===== src/hw/rtl/deq_pkg.sv =====
// deq_pkg: types, sizes and helpers shared by the double-ended queue.
// No dependencies; compiled first.

package deq_pkg;

	localparam int DEPTH      = 16;
	localparam int DATA_WIDTH = 32;
	localparam int IDX_W      = $clog2(DEPTH);
	localparam int CNT_W      = $clog2(DEPTH + 1);

	localparam int OPC_W   = 3;
	localparam int WORD_W  = 32;
	localparam int STAT_W  = 2;
	localparam int COUNT_W = 5;

	typedef enum logic [OPC_W-1:0] {
		OP_PUSH_BACK  = 3'd0,
		OP_PUSH_FRONT = 3'd1,
		OP_POP_BACK   = 3'd2,
		OP_POP_FRONT  = 3'd3,
		OP_PEEK       = 3'd4
	} opcode_t;

	typedef enum logic [STAT_W-1:0] {
		ST_OK        = 2'd0,
		ST_UNDERFLOW = 2'd1,
		ST_OVERFLOW  = 2'd2
	} status_t;

	// what a cell takes on the next clock
	typedef enum logic [1:0] {
		CM_HOLD,
		CM_TAKE_LEFT,
		CM_TAKE_RIGHT,
		CM_LOAD
	} cell_mode_t;

	typedef struct packed {
		cell_mode_t mode;
	} cell_ctrl_t;

	typedef logic [DATA_WIDTH-1:0] word_t;

	// keep the low DATA_WIDTH bits of a pushed value (sign-extend if wider)
	function automatic word_t to_word(input logic [WORD_W-1:0] v);
		return DATA_WIDTH'(signed'(v));
	endfunction

	// sign-extend a stored word to the port width
	function automatic logic [WORD_W-1:0] from_word(input word_t w);
		return WORD_W'(signed'(w));
	endfunction

endpackage


===== src/hw/rtl/deq_if.sv =====
// deq_if: valid/ready channels for queue commands and results.
// Depends on deq_pkg for field widths.

interface deq_cmd_if import deq_pkg::*; ();
	logic                      valid;
	logic                      ready;
	logic [OPC_W-1:0]          opcode;
	logic signed [WORD_W-1:0]  data_in;

	modport source (output valid, output opcode, output data_in, input ready);
	modport sink   (input valid, input opcode, input data_in, output ready);
endinterface

interface deq_rsp_if import deq_pkg::*; ();
	logic                      valid;
	logic                      ready;
	logic [STAT_W-1:0]         status;
	logic signed [WORD_W-1:0]  front_value;
	logic signed [WORD_W-1:0]  back_value;
	logic [COUNT_W-1:0]        entry_count;

	modport source (output valid, output status, output front_value, output back_value,
		output entry_count, input ready);
	modport sink   (input valid, input status, input front_value, input back_value,
		input entry_count, output ready);
endinterface


===== src/hw/rtl/deq_cell.sv =====
// deq_cell: one storage slot of the queue row; takes its own word, a neighbor's
// word or new data each clock. Depends on deq_pkg.

module deq_cell import deq_pkg::*; (
	input  logic       clk,
	input  cell_ctrl_t ctrl,
	input  word_t      left,
	input  word_t      right,
	input  word_t      load_data,
	output word_t      q,
	output word_t      nxt
);

	word_t data_q;

	always_comb begin
		case (ctrl.mode)
			CM_TAKE_LEFT:  nxt = left;
			CM_TAKE_RIGHT: nxt = right;
			CM_LOAD:       nxt = load_data;
			default:       nxt = data_q;
		endcase
	end

	always_ff @(posedge clk) begin
		data_q <= nxt;
	end

	assign q = data_q;

endmodule


===== src/hw/rtl/double_ended_queue_top.sv =====
// double_ended_queue_top: bounded deque built as a row of shifting cells.
// Depends on deq_pkg, deq_if and deq_cell.
//
// Usage:
//   cmd carries one operation per transfer (opcode, data_in): push back,
//   push front, pop back, pop front, peek; unused opcodes act as peek.
//   rsp returns exactly one result per command: status, front and back
//   values after the operation (-1 when empty) and the entry count.
//   The result is registered: a command taken at a clock edge shows on rsp
//   after that edge. Throughput is one command per cycle while rsp.ready is
//   high; cells update at once as the front always sits in cell 0 and
//   the back in cell count-1; each operation is at most one shift or load.
//   The result register frees cmd.ready whenever it is empty or being
//   drained, so a stalled receiver holds off only new commands.
//   Push on full gives overflow, pop on empty gives underflow; both leave
//   the contents unchanged. Reset clears the count and the result valid;
//   cell contents are not cleared and only live entries are ever shown.

module double_ended_queue_top import deq_pkg::*; (
	input  logic       clk,
	input  logic       arst_n,
	deq_cmd_if.sink    cmd,
	deq_rsp_if.source  rsp
);

	logic [CNT_W-1:0]   count_q;
	logic [CNT_W-1:0]   count_d;
	logic               rsp_valid_q;
	status_t            status_q;
	logic [WORD_W-1:0]  front_q;
	logic [WORD_W-1:0]  back_q;
	logic [COUNT_W-1:0] entry_count_q;

	cell_ctrl_t         ctrl [DEPTH];
	word_t              cell_q [DEPTH];
	word_t              cell_nxt [DEPTH];
	word_t              push_word;
	status_t            status_d;
	logic               accept;
	logic               full;
	logic               empty;
	logic [IDX_W-1:0]   back_idx;
	logic [WORD_W-1:0]  front_d;
	logic [WORD_W-1:0]  back_d;

	assign cmd.ready = !rsp_valid_q || rsp.ready;
	assign accept    = cmd.valid && cmd.ready;
	assign push_word = to_word(cmd.data_in);
	assign full      = (count_q == CNT_W'(DEPTH));
	assign empty     = (count_q == '0);

	always_comb begin
		status_d = ST_OK;
		count_d  = count_q;
		for (int i = 0; i < DEPTH; i++) begin
			ctrl[i].mode = CM_HOLD;
		end
		case (opcode_t'(cmd.opcode))
			OP_PUSH_BACK: begin
				if (full) begin
					status_d = ST_OVERFLOW;
				end else if (accept) begin
					count_d = count_q + 1'b1;
					for (int i = 0; i < DEPTH; i++) begin
						if (count_q == CNT_W'(i)) ctrl[i].mode = CM_LOAD;
					end
				end
			end
			OP_PUSH_FRONT: begin
				if (full) begin
					status_d = ST_OVERFLOW;
				end else if (accept) begin
					count_d = count_q + 1'b1;
					for (int i = 0; i < DEPTH; i++) begin
						ctrl[i].mode = CM_TAKE_LEFT;
					end
				end
			end
			OP_POP_BACK: begin
				if (empty) begin
					status_d = ST_UNDERFLOW;
				end else if (accept) begin
					count_d = count_q - 1'b1;
				end
			end
			OP_POP_FRONT: begin
				if (empty) begin
					status_d = ST_UNDERFLOW;
				end else if (accept) begin
					count_d = count_q - 1'b1;
					for (int i = 0; i < DEPTH; i++) begin
						ctrl[i].mode = CM_TAKE_RIGHT;
					end
				end
			end
			default: begin
				status_d = ST_OK;
			end
		endcase
	end

	// cell 0 takes new data from the left, the last cell keeps its own word when the row shifts toward the front
	for (genvar g = 0; g < DEPTH; g++) begin : g_cell
		word_t left_w;
		word_t right_w;
		if (g == 0) begin : g_first
			assign left_w = push_word;
		end else begin : g_mid_l
			assign left_w = cell_q[g-1];
		end
		if (g == DEPTH - 1) begin : g_last
			assign right_w = cell_q[g];
		end else begin : g_mid_r
			assign right_w = cell_q[g+1];
		end
		deq_cell u_cell (
			.clk       (clk),
			.ctrl      (ctrl[g]),
			.left      (left_w),
			.right     (right_w),
			.load_data (push_word),
			.q         (cell_q[g]),
			.nxt       (cell_nxt[g])
		);
	end

	assign back_idx = IDX_W'(count_d - 1'b1);

	always_comb begin
		if (count_d == '0) begin
			front_d = '1;
			back_d  = '1;
		end else begin
			front_d = from_word(cell_nxt[0]);
			back_d  = from_word(cell_nxt[back_idx]);
		end
	end

	always_ff @(posedge clk or negedge arst_n) begin
		if (!arst_n) begin
			count_q     <= '0;
			rsp_valid_q <= 1'b0;
		end else begin
			count_q <= count_d;
			if (accept) begin
				rsp_valid_q <= 1'b1;
			end else if (rsp.ready) begin
				rsp_valid_q <= 1'b0;
			end
		end
	end

	always_ff @(posedge clk) begin
		if (accept) begin
			status_q      <= status_d;
			front_q       <= front_d;
			back_q        <= back_d;
			entry_count_q <= COUNT_W'(count_d);
		end
	end

	assign rsp.valid       = rsp_valid_q;
	assign rsp.status      = status_q;
	assign rsp.front_value = front_q;
	assign rsp.back_value  = back_q;
	assign rsp.entry_count = entry_count_q;

endmodule

===== src/flat_wrapper.sv =====
// flat-port wrapper written by rule: the top's interface ports become plain ports
module double_ended_queue_top_flat import deq_pkg::*;
  (clk, arst_n, cmd_valid, cmd_opcode, cmd_data_in, cmd_ready, rsp_valid, rsp_status, rsp_front_value, rsp_back_value, rsp_entry_count, rsp_ready);
  deq_cmd_if cmd_i ();
  deq_rsp_if rsp_i ();
  input  logic clk;
  input  logic arst_n;
  input wire logic [$bits(cmd_i.valid)-1:0] cmd_valid;
  input wire logic [$bits(cmd_i.opcode)-1:0] cmd_opcode;
  input wire logic [$bits(cmd_i.data_in)-1:0] cmd_data_in;
  output wire logic [$bits(cmd_i.ready)-1:0] cmd_ready;
  output wire logic [$bits(rsp_i.valid)-1:0] rsp_valid;
  output wire logic [$bits(rsp_i.status)-1:0] rsp_status;
  output wire logic [$bits(rsp_i.front_value)-1:0] rsp_front_value;
  output wire logic [$bits(rsp_i.back_value)-1:0] rsp_back_value;
  output wire logic [$bits(rsp_i.entry_count)-1:0] rsp_entry_count;
  input wire logic [$bits(rsp_i.ready)-1:0] rsp_ready;
  assign cmd_i.valid = cmd_valid;
  assign cmd_i.opcode = cmd_opcode;
  assign cmd_i.data_in = cmd_data_in;
  assign cmd_ready = cmd_i.ready;
  assign rsp_valid = rsp_i.valid;
  assign rsp_status = rsp_i.status;
  assign rsp_front_value = rsp_i.front_value;
  assign rsp_back_value = rsp_i.back_value;
  assign rsp_entry_count = rsp_i.entry_count;
  assign rsp_i.ready = rsp_ready;
  double_ended_queue_top u_core (.clk(clk), .arst_n(arst_n), .cmd(cmd_i), .rsp(rsp_i));
endmodule

===== config.mk =====
export PLATFORM = sky130hd
export DESIGN_NAME = double_ended_queue_top_flat
export DESIGN_NICKNAME = d
export VERILOG_FILES = /design/src/hw/rtl/deq_pkg.sv /design/src/hw/rtl/deq_if.sv /design/src/hw/rtl/deq_cell.sv /design/src/hw/rtl/double_ended_queue_top.sv /design/src/flat_wrapper.sv
export SDC_FILE = /design/constraint.sdc
export NUM_CORES = 1
export LEC_CHECK = 0
export BUFFER_PORTS_ARGS = -buffer_cell sky130_fd_sc_hd__buf_4
export CAP_MARGIN = 10
export CORE_MARGIN = 2
export CORE_UTILIZATION = 30
export CTS_CLUSTER_SIZE = 10
export DETAILED_ROUTE_END_ITERATION = 12
export SYNTH_ARGS = -nofsm -noshare
export SYNTH_HDL_FRONTEND = slang
export SYNTH_SLANG_ARGS = --single-unit

===== constraint.sdc =====
create_clock -name clk -period 6.2 [get_ports clk]
set_input_delay 1.86 -clock clk [delete_from_list [all_inputs] [get_ports clk]]
set_output_delay 1.86 -clock clk [all_outputs]
set_load 0.02 [all_outputs]

==> implementation parameters <==
Parameter                              Value

Synth
  Gate count after technology mapping ... 3348
  Synthesized flop and latch total ... around 590
  Post-synth EDFFs ... 71
  Leading register cell type out of synthesis ... dfxtp_1
  Post-Synthesis Net Count ... approximately 3400
  Number of distinct library cells after synthesis ... 87
  Synthesized area divided by synthesized cell count ... between 9 and 10 um^2
  Mapped Area ... slightly above 30000 um^2
  Proportion of synthesized flip-flops having asynchronous set or reset ... approximately 1%
  Yosys synthesis warning count ... 0
  Sequential-to-total area share from yosys stat ... roughly two fifths

Hold path
  Kind of path behind the tightest hold check ... reg2reg

Clock tree
  Maximum clock insertion buffer count ... 3
  Quantity of hold-fixing buffers added after cts ... 0
  Number of buffers added by the clock tree synthesis step ... 70
  CTS-repair resized insts ... 0
  Post-CTS repair timing setup buffer count ... 0
  Clock slew seen by the registers of the worst setup and hold paths ... about 0.06 ns
  Worst-Skew Late Latency ... between 0.6 and 0.7 ns
  Sink Count ... ~590
  Number of levels in the clock H-tree ... 3
  Root cell of the clock tree ... clkbuf_16
  CTS tree ... yes

Die
  Die W ... around 320 um
  Vertical extent of the die ... 324 um
  FP Rows ... between 100 and 150
  Placeable core area ... just over 100000 um^2
  Top-level port count ... ~110
  Die area ... ~100000 um^2
  Initial core utilization ... a little under a third

Detailed routing
  Drt via density ... between 6 and 7
  Wire length after detailed routing ... 129000 um
  Number of search-and-repair iterations in the first detailed-routing pass ... 6
  Detailed-route wire length per cell ... between 20 and 30 um
  First DRT Iteration DRCs ... 4812
  Vias ... about 31000
  # DRC ... 0
  Antenna viol nets, final ... 0

Finish
  Final-layout fill cell count ... 10400
  Fin cells ... roughly 4700
  Area of combinational cells with multiple inputs ... approximately 16000 um^2
  Final standard cell area without fillers ... ~35000 um^2
  Reg area ... 12500 um^2
  Post-layout net count ... 3300
  Area grow syn2layout ... 13.7%
  Share of layout cells above drive strength 1 ... approximately 15%
  Final cell utilization of the core ... between 30% and 40%

Power and ir drop
  Reported leakage power ... roughly 13 nW
  Highest ir drop seen on vdd ... around 0.5 mV
  Areal power density over the cells ... ~640 nW/um^2
  Power consumption ... 22.4 mW

Placement
  Port Buf Inserts ... approximately 110
  Inst Count DP ... around 4500
  Routability cong. ... around 0.9
  Post-DP Area ... about 33000 um^2
  HPWL after detailed placement ... about 79000 um

Critical path
  CP Launch Type ... input port
  Arrival time worst endpoint ... around 5.5 ns
  Maximum fanout along the worst path ... 19
  WP data required ... around 6.6 ns
  Flop2flop setup slack ... around 1.3 ns
  WS Path Type ... in2reg
  Critical Path End Type ... flop

Flow run
  Max-capacitance violation count ... 0

GRT
  GRT Overall Usage ... a little under a quarter
  Initial antenna violation count ... 8
  Largest net degree at the start of global routing ... ~140
  Grt total ovfl ... 0
  Number of global-route vias before repair ... about 28000
  Global-route wire length before repair ... 188000 um

Timing
  Ratio of final minimum period to clock period ... between 80% and 90%
  Setup violators final ... 0
  Total count of hold-check failures in the final report ... 0
  Transition time at the pin with the least slew margin ... 1.32 ns
  Unrepaired setup endpoints after global routing ... no
  Peak Freq ... around 200 MHz
  TNS Setup ... 0 ns
  Max transition margin ... approximately an eighth
  Final period demand of the worst path ... 5.13 ns
  Layout Skew ... roughly 0.033 ns
  Slew Limit Fails ... 0

Outcome
  Outcome ... finished, final reports clean
cell type report:
| type | count | area share [%] |
|---|---|---|
| Antenna cell | 4 | 0.0287 |
| Clock inverter | 5 | 0.208 |
| Sequential cell | 589 | 36.0 |
| Clock buffer | 112 | 5.75 |
| Timing Repair Buffer | 248 | 5.97 |
| Tap cell | 1368 | 4.91 |
| Multi-Input combinational cell | 2312 | 46.8 |
| Inverter | 32 | 0.366 |
worst paths after layout:
kind,from,endpoint,depth (start not counted)
worst max-delay path,cmd_opcode[1],u_core.rsp.back_value[15],12
worst min-delay path,u_core.g_cell[14].u_cell.q[27],u_core.g_cell[15].u_cell.q[27],2
worst max register to register,u_core.count_q[1],u_core.rsp.back_value[15],13
worst min register to register,u_core.g_cell[14].u_cell.q[27],u_core.g_cell[15].u_cell.q[27],2
max in group asynchronous,arst_n,u_core.count_q[3],1
min in group asynchronous,arst_n,u_core.rsp.valid,1
stage by stage:
step                      hold WS [ns]  worst slack, ns
after floorplan                  0.444            0.493
after global placement           0.464            0.645
after detailed placement         0.473            0.499
after CTS                        0.478             1.15
after global routing             0.496            0.935
final                            0.482             1.07
cell usage in the layout (no fill, tap or decap), drive strengths merged, types with 33 or more instances in the layout:
cell,Yosys,final
nor3,81,81
o211ai,78,78
nand4,34,34
o22ai,151,151
a21oi,112,112
o221a,79,79
a22oi,159,159
a221oi,204,204
nand3,62,62
o21a,54,54
dfxtp,512,512
a2bb2oi,79,79
mux2i,53,53
buf,223,248
inv,31,33
nand2,153,153
nor2,386,386
o21ai,91,91
and2,35,35
a221o,142,142
edfxtp,71,71
clkbuf,192,112
flip-flops by register name (all words and copies together), names as in the netlist:
register                count
u_core.g_cell.u_cell.q    512
u_core.rsp.back_value      32
u_core.rsp.front_value     32
u_core.count_q              5
u_core.rsp.entry_count      5
u_core.rsp.status           2
u_core.rsp.valid            1
critical path: stages:
cell and delay, ns:
buf_4 0.22, or2_0 0.46, nor4_4 0.09, o21ai_1 0.29, nand3_1 0.20, ha_2 0.65, inv_1 0.20, nor2_2 0.46
buf_4 0.47, nand2_1 0.20, o211ai_1 0.25, o22ai_1 0.11
power breakdown:
group / internal [mW] / total (mW) / switching [mW]
clock: 2.25 / 3.94 / 1.69
sequential: 5.97 / 7.60 / 1.63
combinational: 4.26 / 10.9 / 6.63
total: 12.5 / 22.4 / 9.95
cell families after synthesis:
kind of cell / after synthesis / synth area share, %
fa+ha+maj: 8 / 0.327
simple gates: 847 / 13.0
xor+xnor: 6 / 0.270
compound gates: 1358 / 35.2
flops: 589 / 40.9
buf+inv: 447 / 6.38
mux: 93 / 3.94
cell usage after synthesis (34+ instances only):
| cell | number | share of area, % |
|---|---|---|
| o21a_1 | 54 | 1.3 |
| o21ai_0 | 69 | 1.1 |
| buf_1 | 52 | 0.64 |
| buf_2 | 152 | 2.5 |
| nor2_1 | 385 | 4.7 |
| nand2_1 | 152 | 1.9 |
| dfxtp_1 | 512 | 33 |
| edfxtp_1 | 71 | 7.0 |
| nand3_1 | 62 | 1.0 |
| nor3_1 | 81 | 1.3 |
| o22ai_1 | 151 | 3.1 |
| a22oi_1 | 159 | 3.9 |
| a221o_1 | 142 | 4.6 |
| mux2i_1 | 53 | 1.7 |
| and2_1 | 35 | 0.71 |
| a221oi_1 | 198 | 5.7 |
| o221a_2 | 79 | 2.9 |
| a2bb2oi_1 | 79 | 2.3 |
| nand4_1 | 34 | 0.69 |
| o211ai_1 | 78 | 1.9 |
| clkbuf_1 | 192 | 2.4 |
| a21oi_1 | 111 | 1.8 |
routing by layer:
layer  part of all wire (%)  global-route usage [%]  wire [um]
met5                  0.032                       0         41
met4                    4.2                    10.6       5390
met3                     10                    4.45      13400
met2                     44                    35.3      56300
met1                     42                    32.5      53600
No activity file was read; power rests on OpenSTA's default activity.
